[src/sv/assert_macros.svh]
// Assertion macros shared by the calendar date adder RTL.
// Depends on nothing; users supply clk and rst_n in scope.
`ifndef ASSERT_MACROS_SVH
`define ASSERT_MACROS_SVH

// Clocked check, disabled while reset is asserted.
`define ASSERT_CLK(label, prop, msg) \
  label: assert property (@(posedge clk) disable iff (!rst_n) (prop)) else $error(msg);

// Clocked check that also holds during reset.
`define ASSERT_CLK_ALWAYS(label, prop, msg) \
  label: assert property (@(posedge clk) (prop)) else $error(msg);

`endif

[src/sv/cda_pkg.sv]
// Package for the calendar date adder: states, control structs, month table.
// Depends on nothing.
`default_nettype none

package cda_pkg;

  localparam logic [3:0]  MONTH_JAN     = 4'd1;
  localparam logic [3:0]  MONTH_FEB     = 4'd2;
  localparam logic [3:0]  MONTH_DEC     = 4'd12;
  localparam logic [4:0]  FEB_LEAP_DAYS = 5'd29;
  localparam logic [15:0] YEAR_RESET    = 16'd2000;

  // year / 25 == (year * LEAP_RECIP) >> LEAP_SHIFT for every 16-bit year
  localparam logic [16:0] LEAP_RECIP = 17'd83887;
  localparam int          LEAP_SHIFT = 21;

  localparam logic [4:0] MONTH_DAYS [0:12] = '{
    5'd0, 5'd31, 5'd28, 5'd31, 5'd30, 5'd31, 5'd30,
    5'd31, 5'd31, 5'd30, 5'd31, 5'd30, 5'd31
  };

  typedef enum logic [2:0] {
    ST_IDLE,
    ST_LEAP_MUL,
    ST_LEAP_CHK,
    ST_CLAMP,
    ST_WALK
  } state_t;

  typedef struct packed {
    logic load;      // accept the input transfer
    logic leap_upd;  // latch leap flag from the leap unit
    logic clamp;     // clamp day into 1..month length
    logic step;      // one walk step (only acts when day > length)
    logic done;      // result strobe next cycle
  } ctl_t;

  typedef struct packed {
    logic gt;    // working day exceeds month length
    logic wrap;  // current month is December
    logic op;    // latched operation, 1 = add
  } sts_t;

  function automatic logic [3:0] clamp_month(input logic [3:0] m);
    logic [3:0] r;
    r = m;
    if (m < MONTH_JAN) r = MONTH_JAN;
    else if (m > MONTH_DEC) r = MONTH_DEC;
    return r;
  endfunction

  function automatic logic [4:0] month_len(input logic [3:0] m, input logic leap);
    logic [3:0] mc;
    logic [4:0] len;
    mc = clamp_month(m);
    if (mc == MONTH_FEB && leap) len = FEB_LEAP_DAYS;
    else len = MONTH_DAYS[mc];
    return len;
  endfunction

endpackage

`default_nettype wire

[src/sv/cda_leap_unit.sv]
// Leap-year evaluator: registered reciprocal multiply, then combinational check.
// Depends on cda_pkg.
`default_nettype none

module cda_leap_unit
  import cda_pkg::*;
(
  input  wire logic        clk,
  input  wire logic [15:0] year,
  output logic             leap
);

  logic [32:0] prod;
  logic [11:0] quot_r;
  logic [15:0] quot_x25;
  logic        div25;

  assign prod = {17'd0, year} * {16'd0, LEAP_RECIP};

  always_ff @(posedge clk) begin
    quot_r <= prod[LEAP_SHIFT+11:LEAP_SHIFT];
  end

  // q*25 = q*16 + q*8 + q
  assign quot_x25 = {quot_r, 4'b0000} + {1'b0, quot_r, 3'b000} + {4'b0000, quot_r};
  assign div25    = (quot_x25 == year);

  // div by 4, and not by 100 unless by 400
  assign leap = (year[1:0] == 2'b00) && (!div25 || (year[3:0] == 4'b0000));

endmodule

`default_nettype wire

[src/sv/cda_fsm.sv]
// Sequencer for the calendar date adder: accept, leap update, clamp, walk.
// Depends on cda_pkg.
`default_nettype none

module cda_fsm
  import cda_pkg::*;
(
  input  wire logic clk,
  input  wire logic rst_n,
  input  wire logic start,
  input  wire logic in_op,
  input  wire sts_t sts,
  output logic      busy,
  output ctl_t      ctl
);

  state_t state_r, state_nxt;
  logic   accept;

  assign accept = start && (state_r == ST_IDLE);

  always_ff @(posedge clk) begin
    if (!rst_n) begin
      state_r <= ST_IDLE;
    end else begin
      state_r <= state_nxt;
    end
  end

  always_comb begin
    state_nxt = state_r;
    unique case (state_r)
      ST_IDLE: begin
        if (accept) state_nxt = in_op ? ST_WALK : ST_LEAP_MUL;
      end
      ST_LEAP_MUL: state_nxt = ST_LEAP_CHK;
      ST_LEAP_CHK: state_nxt = sts.op ? ST_WALK : ST_CLAMP;
      ST_CLAMP:    state_nxt = ST_IDLE;
      ST_WALK: begin
        if (!sts.gt) state_nxt = ST_IDLE;
        else if (sts.wrap) state_nxt = ST_LEAP_MUL;
      end
      default:     state_nxt = ST_IDLE;
    endcase
  end

  always_comb begin
    ctl  = '0;
    busy = 1'b1;
    unique case (state_r)
      ST_IDLE: begin
        busy     = 1'b0;
        ctl.load = accept;
      end
      ST_LEAP_MUL: ;
      ST_LEAP_CHK: ctl.leap_upd = 1'b1;
      ST_CLAMP: begin
        ctl.clamp = 1'b1;
        ctl.done  = 1'b1;
      end
      ST_WALK: begin
        ctl.step = 1'b1;
        ctl.done = !sts.gt;
      end
      default: ;
    endcase
  end

endmodule

`default_nettype wire

[src/sv/calendar_date_adder.sv]
// Top level of the calendar date adder: date registers and the walk datapath.
// Depends on cda_pkg, cda_leap_unit, cda_fsm and assert_macros.svh.
`default_nettype none
`include "assert_macros.svh"

// Holds one Gregorian date (reset 1 Jan 2000). A transfer is taken at a
// rising edge with start high and busy low. Set (in_operation 0) loads the
// date, clamping month to 1..12 and day to 1..month length; add (1) moves
// the held date forward by in_day_count days. Every transfer gives one
// result, shown for exactly one cycle with out_valid high; there is no
// backpressure, so capture it on that cycle. While idle, the held date stays
// on the out_ ports. A set runs the leap check of the new year (registered
// multiply, then check), then the day clamp. An add subtracts one month
// length per cycle through a single compare/subtract unit, pausing after
// each New Year while the leap unit re-evaluates. busy is low during the
// strobe cycle, so the next transfer may be taken then.
module calendar_date_adder
  import cda_pkg::*;
(
  input  wire logic        clk,
  input  wire logic        rst_n,
  input  wire logic        start,
  output logic             busy,
  input  wire logic        in_operation,
  input  wire logic [5:0]  in_set_day,
  input  wire logic [3:0]  in_set_month,
  input  wire logic [15:0] in_set_year,
  input  wire logic [15:0] in_day_count,
  output logic             out_valid,
  output logic [4:0]       out_day,
  output logic [3:0]       out_month,
  output logic [15:0]      out_year,
  output logic             out_is_leap
);

  // Working day is wide enough for held day plus the largest count.
  logic [16:0] day_r, day_nxt;
  logic [3:0]  month_r, month_nxt;
  logic [15:0] year_r, year_nxt;
  logic        leap_r, leap_nxt;
  logic        op_r, op_nxt;
  logic        valid_r;

  logic [4:0]  len;
  logic [16:0] len_w;
  logic        leap_calc;
  logic        date_ok;
  ctl_t        ctl;
  sts_t        sts;

  cda_leap_unit u_leap (
    .clk  (clk),
    .year (year_r),
    .leap (leap_calc)
  );

  cda_fsm u_fsm (
    .clk   (clk),
    .rst_n (rst_n),
    .start (start),
    .in_op (in_operation),
    .sts   (sts),
    .busy  (busy),
    .ctl   (ctl)
  );

  // Shared compare: month length of the held month under the held leap flag.
  assign len   = month_len(month_r, leap_r);
  assign len_w = {12'd0, len};

  assign sts.gt   = (day_r > len_w);
  assign sts.wrap = (month_r == MONTH_DEC);
  assign sts.op   = op_r;

  always_comb begin
    day_nxt   = day_r;
    month_nxt = month_r;
    year_nxt  = year_r;
    leap_nxt  = leap_r;
    op_nxt    = op_r;
    if (ctl.load) begin
      op_nxt = in_operation;
      if (in_operation) begin
        day_nxt = day_r + {1'b0, in_day_count};
      end else begin
        day_nxt   = {11'd0, in_set_day};
        month_nxt = clamp_month(in_set_month);
        year_nxt  = in_set_year;
      end
    end
    if (ctl.leap_upd) leap_nxt = leap_calc;
    if (ctl.clamp) begin
      if (day_r == 17'd0) day_nxt = 17'd1;
      else if (sts.gt) day_nxt = len_w;
    end
    if (ctl.step && sts.gt) begin
      day_nxt = day_r - len_w;
      if (sts.wrap) begin
        month_nxt = MONTH_JAN;
        year_nxt  = year_r + 16'd1;  // wraps modulo 65536
      end else begin
        month_nxt = month_r + 4'd1;
      end
    end
  end

  always_ff @(posedge clk) begin
    if (!rst_n) begin
      day_r   <= 17'd1;
      month_r <= MONTH_JAN;
      year_r  <= YEAR_RESET;
      leap_r  <= 1'b1;
      op_r    <= 1'b0;
      valid_r <= 1'b0;
    end else begin
      day_r   <= day_nxt;
      month_r <= month_nxt;
      year_r  <= year_nxt;
      leap_r  <= leap_nxt;
      op_r    <= op_nxt;
      valid_r <= ctl.done;
    end
  end

  assign out_valid   = valid_r;
  assign out_day     = day_r[4:0];
  assign out_month   = month_r;
  assign out_year    = year_r;
  assign out_is_leap = leap_r;

  assign date_ok = (out_day != 5'd0) && (out_month != 4'd0) && (out_month <= MONTH_DEC) &&
                   (day_r[16:5] == 12'd0);

  // A strobed result always has a day in 1..31 and a month in 1..12.
  `ASSERT_CLK(a_result_legal, out_valid |-> date_ok, "result date out of range")
  // An accepted transfer always makes the block busy.
  `ASSERT_CLK(a_accept_busy, (start && !busy) |=> busy, "accepted transfer did not raise busy")
  // The strobe cycle is idle.
  `ASSERT_CLK(a_strobe_idle, out_valid |-> !busy, "block busy during result strobe")
  // With no new transfer in the strobe cycle, the held date stays put after it.
  `ASSERT_CLK(a_hold_date, (out_valid && !start) |=> ($stable(day_r) && $stable(month_r)), "date moved after result strobe")

endmodule

`default_nettype wire

[config.mk]
export PLATFORM = sky130hd
export DESIGN_NAME = calendar_date_adder
export DESIGN_NICKNAME = d
export VERILOG_FILES = /design/src/sv/cda_pkg.sv /design/src/sv/cda_leap_unit.sv /design/src/sv/cda_fsm.sv /design/src/sv/calendar_date_adder.sv
export VERILOG_INCLUDE_DIRS = /design/src /design/src/sv
export SDC_FILE = /design/constraint.sdc
export NUM_CORES = 1
export LEC_CHECK = 0
export ABC_AREA = 1
export BUFFER_PORTS_ARGS = -buffer_cell sky130_fd_sc_hd__buf_4
export CAP_MARGIN = 20
export CORE_ASPECT_RATIO = 1.2
export CORE_UTILIZATION = 45
export DETAILED_ROUTE_END_ITERATION = 10
export GPL_ROUTABILITY_DRIVEN = 0
export HOLD_SLACK_MARGIN = 0.12
export PLACE_DENSITY_LB_ADDON = 0.08
export SYNTH_ARGS = -nofsm -noshare
export SYNTH_HDL_FRONTEND = slang
export SYNTH_SLANG_ARGS = --single-unit
[constraint.sdc]
create_clock -name clk -period 4.8 [get_ports clk]
set_clock_uncertainty 0.1 [all_clocks]
set_input_delay 0.72 -clock clk [delete_from_list [all_inputs] [get_ports clk]]
set_output_delay 0.72 -clock clk [all_outputs]
set_load 0.02 [all_outputs]
# Word level (Yosys, flattened, before mapping)

Memory sizes are Yosys's and may differ from the RTL's.
Index checks and enable logic that the tools add are counted.

Register bits: 55
Bits in read-only memories: 80
Bits of input ports: 46
Output and inout port bits: 28
Logic and storage cells: 80
Memories kept: 1

$add $sub $neg: 6
Multiply operators: 1
Order comparisons: 6
Eq/ne operators: 10
Muxes and demuxes: 33
Bitwise logic cells: 1
Reduce and logical (&&, ||, !) cells: 14

Memories:

| memory          | words | width | read ports | clocked after Yosys merged registers in | write ports | RTL line      | RTL |
|---|---|---|---|---|---|---|---|
| (no name shown) | 16    | 5     | 1          | 0                                       | 0           | cda_pkg.sv:57 | `else len = MONTH_DAYS[mc];` |

Operator list:

| operator               | number |
|---|---|
| $mux 17                | 6 |
| $mux 16                | 4 |
| $mul 16x17->33 const B | 1 |
| $mux 4                 | 8 |
| $add 17x16->17         | 1 |
| $gt 17x5->1            | 1 |
| $logic_not 17->1       | 1 |
| $sub 17x5->17          | 1 |
| $add 16x1->16 const B  | 1 |
| $add 16x12->16         | 1 |
| $add 16x15->16         | 1 |
| $eq 16x16->1           | 1 |
| $mux 3                 | 5 |
| $mux 5                 | 3 |
| $pmux 3 s4             | 1 |
| $gt 4x4->1 const B     | 2 |
| $lt 4x1->1 const B     | 2 |
| $eq 3x2->1 const B     | 2 |
| $ge 5x5->1 const B     | 1 |
| $mux 1                 | 5 |
| $not 4->5              | 1 |
| $add 4x1->4 const B    | 1 |
| $eq 4x2->1 const B     | 1 |
| $eq 4x4->1 const B     | 1 |
| other kinds (13)       | 19 |

# Logic depth before layout (Yosys ltp)

Word-level depth: 13
Mapped depth: 24
Gate-level depth less buffers: 24

# Modules after synthesis

Synthesis repeated with hierarchy kept, for this count alone.

Cells, all modules: 1,570
Area total of the unflattened synthesis: 11,143.2 µm²

By module, submodules not included:

| module              | times used | cells each | area an instance (µm²) | seq. area each (µm²) |
|---|---|---|---|---|
| cda_leap_unit       | 1          | 877        | 6,856.6                | 240.2 |
| calendar_date_adder | 1          | 657        | 4,051.4                | 800.8 |
| cda_fsm             | 1          | 36         | 235.2                  | 60.1 |

# Least setup slack after synthesis

No wires, ideal clock.

Kind: reg2reg
Start: reg year_r[13], in the netlist out_year[13]
End: reg u_leap.quot_r[5]
Setup time: 0.117 ns
Arrival time: 5.043 ns
Required time: 4.583 ns
Slack: -0.460 ns
Stages on the path, launching flop included: 21
Buffers on the path: 0
Period minus slack after synthesis: 5.260 ns
Path through: dfxtp_1 > fa_1 > inv_1 > fa_1 > inv_1 > fa_1 > fa_1 > fa_1 > inv_1 > fa_1 > inv_1 > ha_1 > nand2_1 > nor4_1 > nand3_1 > nand3_1 > nand2_1 > inv_1 > nor2_1 > nand2_1 > nand2_1

Word-level cells in the longest chain between the ends: 1

Ends and longest elaborated chain:

| element                | RTL line                   | RTL |
|---|---|---|
| start, declared        | calendar_date_adder.sv:39  | `logic [15:0] year_r, year_nxt;` |
| start signal, assigned | calendar_date_adder.sv:118 | `year_r <= year_nxt;` |
| $mul 16x17->33         | cda_leap_unit.sv:18        | `assign prod = {17'd0, year} * {16'd0, LEAP_RECIP};` |
| via u_leap.prod[26]    | cda_leap_unit.sv:13        | `logic [32:0] prod;` |
| end signal, assigned   | cda_leap_unit.sv:21        | `quot_r <= prod[LEAP_SHIFT+11:LEAP_SHIFT];` |
| end, declared          | cda_leap_unit.sv:14        | `logic [11:0] quot_r;` |

The timed path passes the listed nets, and every way through them passes these cells.
A chain may end at the register's enable or synchronous reset.

# Final worst setup path

Start: reg year_r[13], in the netlist out_year[13]
End: reg u_leap.quot_r[3]

Same word-level chain as after synthesis.

==> out/metrics.csv <==
stage;metric;value;unit
drt;vias_per_cell;4.96;
sta;relSlewSlack;39.4;%
floorplanning;coreArea;0.0230;mm²
synth;ys_types;51;
worst_setup_path;cp_cell_sequence;fa_2 -> inv_2 -> fa_1 -> inv_1 -> fa_1 -> fa_1 -> fa_1 -> inv_1 -> fa_1 -> inv_2 -> ha_4 -> nand2_4 -> nor2_4 -> nand3_2 -> o21ai_4 -> a21oi_2 -> buf_4 -> xnor2_1;
synth;synth_seq_cells;55;
grt;grt_max_degree;27;
finish;layout_commonest_cell;inv_1;
sta;rsz0062_at_grt;true;
floorplanning;fp.dieH;170;µm
drt;routed_wl;29600;µm
finish;final_cells;1883;
sta;setup_viol;12;
clocking;cts_root_buf;clkbuf_16;
placed_design;dpl.cell_count;1866;
placed_design;io_buffers;73;
floorplanning;fp.dieW;142;µm
synth;synth_area;0.0105;mm²
floorplanning;pin_count;74;
run;maxCapViolCount;0;
synth;syn_avg_cell_area;7.46;µm²
grt;grt.total_usage;26.4;%
worst_setup_path;crit_fanout;4;
clocking;clk_pin_slew;0.08;ns
finish;final_nets;1895;
drt;postRouteAntennaNets;0;
worst_setup_path;cp-start-kind;register;
worst_setup_path;crit_type;register to register;
synth;yosysTopAreaCell;ha_1;
synth;syn_inst;1413;
synth;synth_area_leaders;ha_1 (21%), fa_1 (21%), dfxtp_1 (10%);
clocking;clockBufferDepth;2;
worst_setup_path;cp_common_cell;fa_1;
sta;period_minus_slack;5.07;ns
drt;first_pass_iters;6;
sta;drv_slew;0;
synth;syn_nets;1741;
sta;finalHoldViolations;0;
clocking;clkSinkCount;55;
grt;grt_overflow;0;
drt;drt_iter0_markers;338;
hold_path;hp-class;register to register;
worst_setup_path;worstPathArrival;5.17;ns
worst_setup_path;endpoint_kind;register;
worst_setup_path;crit_required;4.91;ns
run_status;outcome;finished with violations;
finish;syn2layout_area_growth;21.1;%
worst_setup_path;cpLargestDelayFamily;adder cells;
synth;synth_top_area_share;20.7;%
sta;tightest_slew;0.905;ns
clocking;htreeDepth;2;
finish;drive_above_1_share;19.9;%
drt;wl_per_cell;15.7;µm
worst_setup_path;path_buf_inv;5;
clocking;cts_tree;built;
grt;antenna_found_initial;0;
sta;min_period_over_period;106;%
run_status;violations;negative setup slack;
worst_setup_path;slowest_stage;fa_2;
synth;synth_edf_count;0;
drt;detailroute.via_count;9333;
clocking;clk_latency;0.31;ns
synth;yosysWarnings;0;
sta;max_freq;197;MHz
grt;first_global_vias;9808;
placed_design;hpwl;25900;µm
floorplanning;die_area;0.0240;mm²
drt;drc_errors;0;
floorplanning;initial_core_util;45.7;%
clocking;cts_made_buffers;5;
worst_setup_path;max_stage_delay;0.59;ns
synth;synthFlopType;dfxtp_1;
floorplanning;placementRows;61;
finish;layout_common_cells;inv_1 (270), nand2_1 (260), buf_4 (163);
synth;ys_seq_area_share;10.4;%
sta;worst_slack;-0.265;ns
synth;async_flop_share;0;%
finish;diodes;0;
grt;grt_pass1_wl;49100;µm
## state kept, by name, summed over array words and instances, names as in the netlist
name / count
out_month: 4
out_year: 16
u_leap.quot_r: 12
u_fsm.state_r: 3
out_is_leap: 1
op_r: 1
day_r: 17
out_valid: 1
## per-stage QoR
step | setup TNS [ns] | hold WS [ns] | util, % | instance area (µm²) | setup WS, ns
2_1_floorplan | 0 | 0.359 | - | 10700 | 0.000500
3_3_place_gp | -2.88 | 0.383 | 52.8 | 12200 | -0.365
3_5_place_dp | -3.04 | 0.409 | 52.8 | 12200 | -0.352
4_1_cts | -2.22 | 0.426 | 54.6 | 12600 | -0.263
5_1_grt | -4.58 | 0.449 | 55.4 | 12800 | -0.442
6_report | -2.25 | 0.420 | 55.4 | 12800 | -0.265
## logic make-up after synthesis
logic type      count (synthesis)  share of synthesized area (%)
simple gates                  514                           21.7
buf+inv                       307                           11.5
fa+ha+maj                     282                           41.2
compound gates                207                           11.0
flops                          55                           10.4
xor+xnor                       40                           3.32
mux                             8                          0.772
## worst paths after layout
path                      end  depth (start not counted)  slack [ns]          from
max reg2reg  u_leap.quot_r[3]                         18       -0.27  out_year[13]
max          u_leap.quot_r[3]                         18       -0.27  out_year[13]
min                      op_r                          2        0.42          op_r
min reg2reg              op_r                          2        0.42          op_r
## routing by layer
layer  GRT usage, %  up-vias  wire (µm)
met4           12.5        0       1390
met1           31.0     4315      12500
met3           1.81       48        624
li1               -     4831          -
met2           48.7      139      15100
met5              0        -          0
## cell usage after synthesis, types with 11 or more instances
cell,instances
inv_1,282
nand2_1,275
ha_1,174
fa_1,108
a21oi_1,97
nor2_1,90
nand3_1,77
o21ai_0,57
dfxtp_1,55
xor2_1,26
nor3_1,15
xnor2_1,14
o21bai_1,11
## cell type report
cell class | count | area (µm²)
clock buffer | 5 | 125
clock inverter | 3 | 18.8
fill | 2245 | 10300
inverter | 287 | 1080
multi-input combinational | 1051 | 8730
sequential | 55 | 1140
tap | 315 | 394
timing repair buffer | 167 | 1270
## timing repair
item | 4_1_cts | 5_1_grt
hold buffers | 0 | 0
setup buffers | 6 | 3
setup endpoints to repair | 12 | 12
endpoints found under the hold margin | 0 | 0
pin swaps | 37 | 26
gates resized for setup | 52 | 39
## worst min-delay path: stages, from the launching register on
cell	delay, ns
dfxtp_1	0.32
inv_1	0.08
a211oi_1	0.07
Power is left out: the tool's default activity adds up to more than one toggle a clock period on the data nets, which glitch-free logic cannot reach.
